==> config.mk <==
export PLATFORM = sky130hd
export DESIGN_NAME = device_discovery_table_unit
export DESIGN_NICKNAME = d
export VERILOG_FILES = /design/src/rtl/ddt_pkg.sv /design/src/rtl/ddt_ram.sv /design/src/rtl/device_discovery_table_unit.sv
export VERILOG_INCLUDE_DIRS = /design/src /design/src/rtl
export SDC_FILE = /design/constraint.sdc
export NUM_CORES = 2
export LEC_CHECK = 0
export BUFFER_PORTS_ARGS = -buffer_cell sky130_fd_sc_hd__buf_2
export CORE_ASPECT_RATIO = 0.7
export CORE_MARGIN = 1
export CORE_UTILIZATION = 66
export DETAILED_ROUTE_END_ITERATION = 10
export PLACE_DENSITY_LB_ADDON = 0.1
export SYNTH_ARGS = -nofsm -noshare
export SYNTH_HDL_FRONTEND = slang
export SYNTH_HIERARCHICAL = 1
export SYNTH_SLANG_ARGS = --single-unit
==> constraint.sdc <==
create_clock -name clk_i -period 23.1 [get_ports clk_i]
set_input_delay 4.62 -clock clk_i [delete_from_list [all_inputs] [get_ports clk_i]]
set_output_delay 4.62 -clock clk_i [all_outputs]
set_load 0.01 [all_outputs]
==> src/rtl/device_discovery_table_unit_macros.svh <==
// ----------------------------------------------------------------------------
// Device discovery table assertion macros
// Shared concurrent assertion wrappers, compiled out with NO_ASSERTIONS.
// ----------------------------------------------------------------------------
`ifndef DEVICE_DISCOVERY_TABLE_UNIT_MACROS_SVH
`define DEVICE_DISCOVERY_TABLE_UNIT_MACROS_SVH

`ifndef NO_ASSERTIONS
// Same-cycle implication, checked outside reset
`define DDT_ASSERT_IMPL(label, ante, cons) \
  label: assert property (@(posedge clk_i) disable iff (!rst_ni) (ante) |-> (cons)) \
    else $error("ddt assertion failed");
// Next-cycle implication, checked outside reset
`define DDT_ASSERT_NEXT(label, ante, cons) \
  label: assert property (@(posedge clk_i) disable iff (!rst_ni) (ante) |=> (cons)) \
    else $error("ddt assertion failed");
`else
`define DDT_ASSERT_IMPL(label, ante, cons)
`define DDT_ASSERT_NEXT(label, ante, cons)
`endif

`endif

==> src/rtl/ddt_pkg.sv <==
// ----------------------------------------------------------------------------
// Device discovery table package
// Types, codes and reset constants shared by the table logic.
// ----------------------------------------------------------------------------
package ddt_pkg;

  localparam int unsigned DEVICES_DEF = 16;

  localparam logic [15:0] FIND_INTERVAL_RST    = 16'd50;
  localparam logic [15:0] WAIT_TIMEOUT_RST     = 16'(2 * 100);
  localparam logic [15:0] INQUIRE_INTERVAL_RST = 16'd50;
  localparam logic [31:0] BCAST_ADDR           = 32'hFFFF_FFFF;

  typedef enum logic [2:0] {
    STAT_IDLE   = 3'd0,
    STAT_HAS    = 3'd1,
    STAT_WAIT   = 3'd2,
    STAT_ACTIVE = 3'd3,
    STAT_INQ    = 3'd4
  } status_e;

  typedef enum logic [1:0] {
    ACT_DISCOVER = 2'd0,
    ACT_INQUIRE  = 2'd1,
    ACT_ANNOUNCE = 2'd2
  } action_e;

  typedef enum logic [1:0] {
    REQ_ADD     = 2'd0,
    REQ_FRAME   = 2'd1,
    REQ_POLL    = 2'd2,
    REQ_TIMEOUT = 2'd3
  } req_e;

  typedef enum logic [1:0] {
    FRM_DEVADDR = 2'd0,
    FRM_ACK     = 2'd1,
    FRM_OTHER   = 2'd2
  } frame_e;

  typedef enum logic [1:0] {
    CFG_FIND_INTERVAL    = 2'd0,
    CFG_WAIT_TIMEOUT     = 2'd1,
    CFG_INQUIRE_INTERVAL = 2'd2
  } cfg_reg_e;

  typedef enum logic [1:0] {
    SC_ADD   = 2'd0,
    SC_ACK   = 2'd1,
    SC_DEACT = 2'd2,
    SC_POLL  = 2'd3
  } scan_e;

  typedef enum logic [2:0] {
    S_IDLE   = 3'd0,
    S_SCAN   = 3'd1,
    S_POLL_D = 3'd2,
    S_POLL_I = 3'd3,
    S_FLUSH  = 3'd4
  } fsm_e;

  // One table entry as stored in the RAM; all-zero is the reset entry
  typedef struct packed {
    logic [31:0] addr;
    status_e     status;
    logic [15:0] stamp;
  } entry_t;

  // Deadline check without wrap: stamp + interval <= now on 17 bits
  function automatic logic deadline_passed(logic [15:0] stamp, logic [15:0] intv,
                                           logic [15:0] now);
    logic [16:0] due;
    due = {1'b0, stamp} + {1'b0, intv};
    return due <= {1'b0, now};
  endfunction

endpackage

==> src/rtl/ddt_ram.sv <==
// ----------------------------------------------------------------------------
// Generic simple dual-port RAM
// One write port, one read port with registered read data.
// ----------------------------------------------------------------------------
module ddt_ram #(
  parameter int unsigned WIDTH = 8,
  parameter int unsigned DEPTH = 16,
  localparam int unsigned AW   = (DEPTH > 1) ? $clog2(DEPTH) : 1
) (
  input  logic             clk_i,
  input  logic             we_i,
  input  logic [AW-1:0]    waddr_i,
  input  logic [WIDTH-1:0] wdata_i,
  input  logic [AW-1:0]    raddr_i,
  output logic [WIDTH-1:0] rdata_o
);

  logic [WIDTH-1:0] mem_q [DEPTH];
  logic [WIDTH-1:0] rdata_q;

  // Write and registered read
  always_ff @(posedge clk_i) begin
    if (we_i) begin
      mem_q[waddr_i] <= wdata_i;
    end
    rdata_q <= mem_q[raddr_i];
  end

  assign rdata_o = rdata_q;

endmodule

==> src/rtl/device_discovery_table_unit.sv <==
// ----------------------------------------------------------------------------
// Device discovery table unit
// Gateway table of managed device addresses with discovery and inquiry polls.
// ----------------------------------------------------------------------------
//  channel   direction  content
//  s_axis    in         request: type, kind, address, hop, tick
//  m_axis    out        message: action, target address, last of request
//  cfg       in         write-only interval registers
//
//  Entries live in one RAM read one entry per cycle. Add, acknowledge and
//  route timeout requests scan until the first hit or the last entry; a
//  poll runs one full scan then two write-back steps. A received frame
//  other than an acknowledge skips the scan. Reset clears per-entry valid
//  bits at once, so no clearing pass runs. A new request is taken while
//  messages of the previous one still wait on m_axis; it finishes once they
//  have drained.
`include "device_discovery_table_unit_macros.svh"

module device_discovery_table_unit #(
  parameter int unsigned DEVICES = ddt_pkg::DEVICES_DEF
) (
  input  logic        clk_i,
  input  logic        rst_ni,
  // request stream
  input  logic        s_axis_tvalid,
  output logic        s_axis_tready,
  input  logic [55:0] s_axis_tdata,  // addr[31:0], hop[39:32], now[55:40]
  input  logic [3:0]  s_axis_tuser,  // req_type[1:0], frame_kind[3:2]
  // message stream
  output logic        m_axis_tvalid,
  input  logic        m_axis_tready,
  output logic [31:0] m_axis_tdata,  // target_addr[31:0]
  output logic [1:0]  m_axis_tuser,  // action[1:0]
  output logic        m_axis_tlast,
  // configuration writes
  input  logic        cfg_we_i,
  input  logic [1:0]  cfg_addr_i,
  input  logic [15:0] cfg_wdata_i
);

  import ddt_pkg::*;

  localparam int unsigned AW = (DEVICES > 1) ? $clog2(DEVICES) : 1;
  localparam int unsigned CW = $clog2(DEVICES + 1);
  localparam int unsigned EW = $bits(entry_t);

  typedef struct packed {
    logic          found;
    logic [AW-1:0] idx;
    logic [31:0]   addr;
    logic [15:0]   stamp;
  } cand_t;

  fsm_e           state_q, state_d;
  scan_e          scan_q, scan_d;
  logic [31:0]    addr_q, addr_d;
  logic [15:0]    now_q, now_d;
  logic [CW-1:0]  rd_cnt_q, rd_cnt_d;
  logic           chk_vld_q, chk_vld_d;
  logic           chk_last_q, chk_last_d;
  logic [AW-1:0]  chk_idx_q, chk_idx_d;
  logic           rvld_q, rvld_d;
  logic [DEVICES-1:0] vld_q, vld_d;
  cand_t          has_q, has_d, wait_q, wait_d, act_q, act_d;
  logic [15:0]    disc_stamp_q, disc_stamp_d;
  logic [15:0]    find_q, find_d, wait_to_q, wait_to_d, inq_q, inq_d;
  action_e        res_act_q [2];
  action_e        res_act_d [2];
  logic [31:0]    res_tgt_q [2];
  logic [31:0]    res_tgt_d [2];
  logic [1:0]     res_cnt_q, res_cnt_d;
  action_e        out_act_q [2];
  action_e        out_act_d [2];
  logic [31:0]    out_tgt_q [2];
  logic [31:0]    out_tgt_d [2];
  logic [1:0]     out_cnt_q, out_cnt_d;

  logic           ram_we;
  logic [AW-1:0]  ram_waddr;
  entry_t         ram_wdata;
  logic [AW-1:0]  ram_raddr;
  logic [EW-1:0]  ram_rdata;

  entry_t         cur;
  logic           addr_nz, addr_eq;
  logic           early_hit, scan_done;
  logic           in_acc, out_acc;
  logic           disc_go, inq_go;
  logic           flush_go;
  cand_t          disc_c;

  // Entry RAM
  ddt_ram #(
    .WIDTH (EW),
    .DEPTH (DEVICES)
  ) u_ram (
    .clk_i   (clk_i),
    .we_i    (ram_we),
    .waddr_i (ram_waddr),
    .wdata_i (ram_wdata),
    .raddr_i (ram_raddr),
    .rdata_o (ram_rdata)
  );

  assign s_axis_tready = (state_q == S_IDLE);
  assign in_acc        = s_axis_tvalid && s_axis_tready;
  assign m_axis_tvalid = (out_cnt_q != 2'd0);
  assign m_axis_tdata  = out_tgt_q[0];
  assign m_axis_tuser  = out_act_q[0];
  assign m_axis_tlast  = (out_cnt_q == 2'd1);
  assign out_acc       = m_axis_tvalid && m_axis_tready;

  // Hand over pending messages once the output buffer is empty
  assign flush_go = (state_q == S_FLUSH) && (res_cnt_q != 2'd0) && (out_cnt_q == 2'd0);

  // Read data, masked to the reset entry where never written
  assign cur     = rvld_q ? entry_t'(ram_rdata) : entry_t'('0);
  assign addr_nz = (cur.addr != 32'd0);
  assign addr_eq = (cur.addr == addr_q);

  // First-hit test for the scans that stop early
  always_comb begin
    case (scan_q)
      SC_ADD:   early_hit = (cur.status == STAT_IDLE);
      SC_ACK:   early_hit = addr_nz && (cur.status != STAT_ACTIVE) && addr_eq;
      SC_DEACT: early_hit = addr_nz && (cur.status == STAT_ACTIVE) && addr_eq;
      default:  early_hit = 1'b0;
    endcase
  end

  assign scan_done = chk_vld_q && (early_hit || chk_last_q);

  // Poll decisions on the candidates from the scan
  assign disc_c  = has_q.found ? has_q : wait_q;
  assign disc_go = has_q.found ? deadline_passed(disc_stamp_q, find_q, now_q)
                               : (wait_q.found &&
                                  deadline_passed(wait_q.stamp, wait_to_q, now_q));
  assign inq_go  = act_q.found && deadline_passed(act_q.stamp, inq_q, now_q);

  // Next state
  always_comb begin
    state_d = state_q;
    case (state_q)
      S_IDLE: begin
        if (in_acc) begin
          if ((s_axis_tuser[1:0] == REQ_FRAME) && (s_axis_tuser[3:2] != FRM_ACK)) begin
            state_d = S_FLUSH;
          end else begin
            state_d = S_SCAN;
          end
        end
      end
      S_SCAN: begin
        if (scan_done) begin
          state_d = (scan_q == SC_POLL) ? S_POLL_D : S_FLUSH;
        end
      end
      S_POLL_D: state_d = S_POLL_I;
      S_POLL_I: state_d = S_FLUSH;
      S_FLUSH: begin
        if ((res_cnt_q == 2'd0) || (out_cnt_q == 2'd0)) begin
          state_d = S_IDLE;
        end
      end
      default: state_d = S_IDLE;
    endcase
  end

  // Datapath, RAM access and message buffers
  always_comb begin
    scan_d       = scan_q;
    addr_d       = addr_q;
    now_d        = now_q;
    rd_cnt_d     = rd_cnt_q;
    chk_vld_d    = 1'b0;
    chk_last_d   = chk_last_q;
    chk_idx_d    = chk_idx_q;
    vld_d        = vld_q;
    has_d        = has_q;
    wait_d       = wait_q;
    act_d        = act_q;
    disc_stamp_d = disc_stamp_q;
    find_d       = find_q;
    wait_to_d    = wait_to_q;
    inq_d        = inq_q;
    res_act_d    = res_act_q;
    res_tgt_d    = res_tgt_q;
    res_cnt_d    = res_cnt_q;
    out_act_d    = out_act_q;
    out_tgt_d    = out_tgt_q;
    out_cnt_d    = out_cnt_q;
    ram_we       = 1'b0;
    ram_waddr    = chk_idx_q;
    ram_wdata    = cur;
    ram_raddr    = rd_cnt_q[AW-1:0];
    rvld_d       = vld_q[ram_raddr];

    // Configuration writes
    if (cfg_we_i) begin
      case (cfg_addr_i)
        CFG_FIND_INTERVAL:    find_d    = cfg_wdata_i;
        CFG_WAIT_TIMEOUT:     wait_to_d = cfg_wdata_i;
        CFG_INQUIRE_INTERVAL: inq_d     = cfg_wdata_i;
        default: ;
      endcase
    end

    case (state_q)
      // Take a request and pick its scan
      S_IDLE: begin
        if (in_acc) begin
          addr_d      = s_axis_tdata[31:0];
          now_d       = s_axis_tdata[55:40];
          rd_cnt_d    = '0;
          res_cnt_d   = 2'd0;
          has_d.found  = 1'b0;
          wait_d.found = 1'b0;
          act_d.found  = 1'b0;
          case (req_e'(s_axis_tuser[1:0]))
            REQ_ADD:     scan_d = SC_ADD;
            REQ_FRAME:   scan_d = SC_ACK;
            REQ_POLL:    scan_d = SC_POLL;
            REQ_TIMEOUT: scan_d = SC_DEACT;
            default:     scan_d = SC_ADD;
          endcase
          if ((s_axis_tuser[1:0] == REQ_FRAME) && (s_axis_tuser[3:2] == FRM_DEVADDR)) begin
            res_cnt_d = 2'd1;
            if (s_axis_tdata[39:32] == 8'd0) begin
              res_act_d[0] = ACT_ANNOUNCE;
              res_tgt_d[0] = BCAST_ADDR;
            end else begin
              res_act_d[0] = ACT_DISCOVER;
              res_tgt_d[0] = s_axis_tdata[31:0];
            end
          end
        end
      end

      // Issue one read per cycle, check the entry read the cycle before
      S_SCAN: begin
        if (rd_cnt_q < CW'(DEVICES)) begin
          chk_vld_d  = 1'b1;
          chk_last_d = (rd_cnt_q == CW'(DEVICES - 1));
          chk_idx_d  = rd_cnt_q[AW-1:0];
          rd_cnt_d   = rd_cnt_q + CW'(1);
        end
        if (chk_vld_q) begin
          if (scan_q == SC_POLL) begin
            if (!has_q.found && addr_nz && (cur.status == STAT_HAS)) begin
              has_d = '{found: 1'b1, idx: chk_idx_q, addr: cur.addr, stamp: cur.stamp};
            end
            if (!wait_q.found && addr_nz && (cur.status == STAT_WAIT)) begin
              wait_d = '{found: 1'b1, idx: chk_idx_q, addr: cur.addr, stamp: cur.stamp};
            end
            if (!act_q.found && addr_nz && (cur.status == STAT_ACTIVE)) begin
              act_d = '{found: 1'b1, idx: chk_idx_q, addr: cur.addr, stamp: cur.stamp};
            end
          end else if (early_hit) begin
            ram_we = 1'b1;
            vld_d[chk_idx_q] = 1'b1;
            case (scan_q)
              SC_ADD: begin
                ram_wdata.addr   = addr_q;
                ram_wdata.status = STAT_HAS;
              end
              SC_ACK: begin
                ram_wdata.status = STAT_ACTIVE;
                ram_wdata.stamp  = now_q;
              end
              default: ram_wdata.status = STAT_IDLE;
            endcase
          end
        end
      end

      // Discovery to a new device, or resend to a waiting one
      S_POLL_D: begin
        if (disc_go) begin
          ram_we       = 1'b1;
          ram_waddr    = disc_c.idx;
          ram_wdata    = '{addr: disc_c.addr, status: STAT_WAIT, stamp: now_q};
          vld_d[disc_c.idx] = 1'b1;
          res_act_d[0] = ACT_DISCOVER;
          res_tgt_d[0] = disc_c.addr;
          res_cnt_d    = 2'd1;
          if (has_q.found) begin
            disc_stamp_d = now_q;
          end
        end
      end

      // Inquiry to the first active device
      S_POLL_I: begin
        if (inq_go) begin
          ram_we    = 1'b1;
          ram_waddr = act_q.idx;
          ram_wdata = '{addr: act_q.addr, status: STAT_INQ, stamp: now_q};
          vld_d[act_q.idx] = 1'b1;
          res_act_d[res_cnt_q[0]] = ACT_INQUIRE;
          res_tgt_d[res_cnt_q[0]] = act_q.addr;
          res_cnt_d = res_cnt_q + 2'd1;
        end
      end

      // Hand messages to the output buffer once it is empty
      S_FLUSH: begin
        if (flush_go) begin
          out_act_d = res_act_q;
          out_tgt_d = res_tgt_q;
          out_cnt_d = res_cnt_q;
          res_cnt_d = 2'd0;
        end
      end

      default: ;
    endcase

    // Advance the output buffer on each taken message
    if (out_acc) begin
      out_act_d[0] = out_act_q[1];
      out_tgt_d[0] = out_tgt_q[1];
      out_cnt_d    = out_cnt_q - 2'd1;
    end
  end

  // Control state
  always_ff @(posedge clk_i or negedge rst_ni) begin
    if (!rst_ni) begin
      state_q      <= S_IDLE;
      scan_q       <= SC_ADD;
      rd_cnt_q     <= '0;
      chk_vld_q    <= 1'b0;
      rvld_q       <= 1'b0;
      vld_q        <= '0;
      has_q        <= '0;
      wait_q       <= '0;
      act_q        <= '0;
      disc_stamp_q <= 16'd0;
      find_q       <= FIND_INTERVAL_RST;
      wait_to_q    <= WAIT_TIMEOUT_RST;
      inq_q        <= INQUIRE_INTERVAL_RST;
      res_cnt_q    <= 2'd0;
      out_cnt_q    <= 2'd0;
    end else begin
      state_q      <= state_d;
      scan_q       <= scan_d;
      rd_cnt_q     <= rd_cnt_d;
      chk_vld_q    <= chk_vld_d;
      rvld_q       <= rvld_d;
      vld_q        <= vld_d;
      has_q        <= has_d;
      wait_q       <= wait_d;
      act_q        <= act_d;
      disc_stamp_q <= disc_stamp_d;
      find_q       <= find_d;
      wait_to_q    <= wait_to_d;
      inq_q        <= inq_d;
      res_cnt_q    <= res_cnt_d;
      out_cnt_q    <= out_cnt_d;
    end
  end

  // Payload registers
  always_ff @(posedge clk_i) begin
    addr_q     <= addr_d;
    now_q      <= now_d;
    chk_last_q <= chk_last_d;
    chk_idx_q  <= chk_idx_d;
    res_act_q  <= res_act_d;
    res_tgt_q  <= res_tgt_d;
    out_act_q  <= out_act_d;
    out_tgt_q  <= out_tgt_d;
  end

  // Assertions
  `DDT_ASSERT_IMPL(a_write_state, ram_we, (state_q != S_IDLE) && (state_q != S_FLUSH))
  `DDT_ASSERT_NEXT(a_write_sets_valid, ram_we, vld_q[$past(ram_waddr)])
  `DDT_ASSERT_NEXT(a_flush_copy, flush_go, out_cnt_q == $past(res_cnt_q))
  `DDT_ASSERT_IMPL(a_read_bound, state_q == S_SCAN, rd_cnt_q <= CW'(DEVICES))

endmodule
==> reports/qor.txt <==
worst min-delay path endpoint = out_tgt_q[12]
count of nets after finishing = 3650
Final WS setup = 15.47 ns
Cell Rows = 87
cell depth of the worst hold path = 0
Max Fanout on Critical Path = 35
Clock Sink Count = 1295
number of detailed-routing iterations run before antenna repair = 6
ANT cells = 0
Inserted Clock Buffers = 113
total standard cell area after synthesis = 0.05393 mm2
CTS tree = yes
area of the multi-input gates = 0.01554 mm2
Max clock buf depth = 3
RSZ-0062 raised after global routing = no
Die W = 343.6 um
Post-Route Setup TNS = 0 ns
first-iteration detailed-routing DRC count = 3144
result of the run = completed
share of the yosys chip area belonging to registers = 68.97%
via total after detailed routing = 31080
worst relative slew slack = 6.018%
required time of the critical path = 23.41 ns
layout overhead on the synthesized area = 9.845%
Final Hold Violating Endpoints = 0
Final Skew = 0.02773 ns
Clk Tree Root Cell = clkbuf_16
clock latency on the worst-skew pair = 0.70 ns
total global routing track utilization = 32.51%
end of the worst register-to-register path = u_ram/mem_q[15][10]
# Max-Cap Violations = 0
total wirelength of the detailed-routed design = 131800 um
Crit Path Category = reg -> reg
asr flop ratio synth = 18.46%
synthesized instance count = 3354
Unique masters post-synth = 75
die span in y = 241.2 um
DP Worst Slack = 15.56 ns
die area = 0.08287 mm2
post-DR vias/cell = 6.737
# H-tree levels = 3
count of hold buffers inserted by post-cts repair = 0
Top Ports = 120
Mapped Nets = 3549
CP endpoint kind = flip-flop
cell type with the highest aggregate area in the netlist = edfxtp_1
Post-synth EDFFs = 1005
Register-to-Register Setup Slack = 15.47 ns
Buffers on Ports = 119
Arr. time, crit path = 7.95 ns
number of fill cells in the layout = 4803
Ys Warns = 6
worst IR drop on VDD = 0.07038 mV
number of antenna violations at the first check in global routing = 2
max-slew violation count = 0
flip-flop cell with the highest count after synthesis = edfxtp_1
final estimated routing congestion in global placement = 0.8946
maximum clock frequency = 131.0 MHz
number of failing setup endpoints in the final timing report = 0
final worst-path cycle share = 33.05%
ratio of cells with drive above 1 in the final layout = 19.77%
final critical path time including I/O delays and setup = 7.635 ns
count of state elements after synthesis = 1295
Yosys top cell area share = 55.96%
type of element launching the critical path = flip-flop
antenna viol nets, final = 0
wire length of the first global-routing pass = 196500 um
pin count of the biggest net entering global routing = 109
via count of the first global-routing pass = 31070
initial standard-cell utilization of the core = 66.85%
global route total overflow = 0
worst min path class = reg -> reg
final routed DRC violation total = 0
launching point of the worst reg2reg path = find_q[1]
pwr dens = 78.64 mW/mm2
average cell area after synthesis = 16.08 um2
floorplan core area = 0.08066 mm2
leakage power of the design = 18.59 nW
register area = 0.03720 mm2
Tightest Pin Transition = 1.410 ns
clock transition at the register clock pins on the worst setup and hold paths after CTS = 0.07 ns
number of cells on the worst reg-to-reg path = 22
Post CTS Setup Buffer Count = 0
most area-consuming cells after synthesis = edfxtp_1 56%, dfrtp_1 11%, mux4_2 8.7%, ha_1 2.5%, nand2_1 2.2%
DR WL/cell = 28.58 um
half-perimeter wire length of the detailed placement result = 79710 um
Resize count post-CTS = 0
==> cell usage in the layout (no fill, tap or decap), drive strengths merged, types with 12 or more instances in the layout <==
cell and instances:
mux2 78, inv 71, o21ai 198, a21o 33, o21a 13, a22oi 149, mux2i 77, bufinv 12
a22o 41, o211ai 39, nand3 30, nand4 22, clkinv 34, buf 192, a21oi 71, o22ai 27
nand2 314, dfrtp 230, dfxtp 51, nor3 37, nor2 83, nand3b 12, xor2 17, edfxtp 1005
nor4 13, nand2b 24, mux4 209, clkbuf 155, ha 109, xnor2 42, o221ai 20, nor2b 22
==> routing by layer <==
| layer | wire length, um | up-vias | global-route usage (%) | share of wire [%] |
|---|---|---|---|---|
| li1 | - | 13310 | - | - |
| met1 | 53470 | 15890 | 47.13 | 41 |
| met2 | 62360 | 1604 | 50.81 | 47 |
| met3 | 11850 | 276 | 6.159 | 9.0 |
| met4 | 4153 | 2 | 10.09 | 3.1 |
| met5 | 13 | - | 0 | 0.0099 |
==> cell families (layout without fill, tap and decap cells) <==
| family | after synthesis | count (layout) | synth area share, % |
|---|---|---|---|
| mux | 364 | 364 | 11.79 |
| fa+ha+maj | 112 | 112 | 2.640 |
| buf+inv | 277 | 468 | 2.492 |
| compound gates | 651 | 651 | 8.098 |
| flops | 1295 | 1295 | 68.97 |
| simple gates | 596 | 596 | 5.056 |
| xor+xnor | 59 | 59 | 0.9582 |
==> where the power goes <==
part / internal (mW) / total [mW] / switching (mW)
clock network: 1.08 / 1.90 / 0.820
logic: 0.0875 / 0.209 / 0.121
registers: 2.53 / 2.55 / 0.0158
==> cells in the mapped netlist, drive strengths merged, types with 41 or more instances <==
| master | n |
|---|---|
| xnor2 | 42 |
| nor2 | 83 |
| a22oi | 149 |
| dfrtp | 230 |
| ha | 109 |
| a21oi | 71 |
| clkbuf | 106 |
| mux2i | 77 |
| inv | 68 |
| edfxtp | 1005 |
| o21ai | 198 |
| a22o | 41 |
| nand2 | 314 |
| mux4 | 209 |
| mux2 | 78 |
| buf | 100 |
| dfxtp | 51 |
==> state kept, by name, summed over array words and instances, names as in the netlist, 5 cells and up, named ones only <==
name / flops
has_q: 37
addr_q: 32
act_q: 53
find_q: 16
u_ram/mem_q: 816
rd_cnt_q: 5
wait_q: 53
vld_q: 16
disc_stamp_q: 16
u_ram/rdata_o: 51
wait_to_q: 16
res_tgt_q: 32
now_q: 16
out_tgt_q: 32
inq_q: 16
m_axis_tdata: 32
==> area by class of cell <==
type	count	area share, %
inverters	71	0.4499
clock buffers	155	5.298
clock inverters	50	0.9780
flip-flops and latches	1295	62.81
multi-input cells	1782	26.24
repair buffers	192	1.969
well taps	1068	2.256
==> how the worst max path moves through the flow <==
stage,depth (start not counted),endpoint,slack (ns),from
finish,22,u_ram/mem_q[15][10],15.47,find_q[1]
CTS,22,u_ram/mem_q[15][10],15.55,find_q[1]
detailed placement,22,u_ram/mem_q[15][6],15.56,find_q[1]
global route,22,u_ram/mem_q[15][10],15.08,find_q[1]
floorplan,22,u_ram/mem_q[0][0],14.11,find_q[1]
global placement,22,u_ram/mem_q[15][10],15.78,find_q[1]
==> worst max-delay path: stages, from the launching register on <==
cell and delay, ns:
dfstp_2 0.53, ha_1 0.21, a21oi_1 0.23, o21ai_0 0.15, a2111oi_0 0.69, o21ai_0 0.20
a31oi_1 0.30, nor2b_1 0.08, o21a_1 0.21, o41a_1 0.32, xor2_1 0.16, ha_1 0.30
nand4_1 0.10, nor2_1 0.06, a221o_1 0.33, a21oi_1 0.27, o21a_1 0.24, o21ai_2 0.07
buf_4 0.28, nand3_1 0.66, nand3_1 0.45, nor2_4 0.70, buf_4 0.66
==> metrics by stage <==
step	power (mW)	hold slack, ns	instances	util (%)	area (um2)
after global routing	4.791	0.4221	4613	73.44	59230
after detailed placement	2.802	0.4045	4407	68.82	55510
after CTS	4.678	0.4195	4612	73.43	59230
after floorplan	2.742	0.4003	3354	-	53930
after global placement	2.793	0.4036	4407	68.82	55510
final	4.658	0.4180	4613	73.44	59230
(Power assumes the default switching activity.)
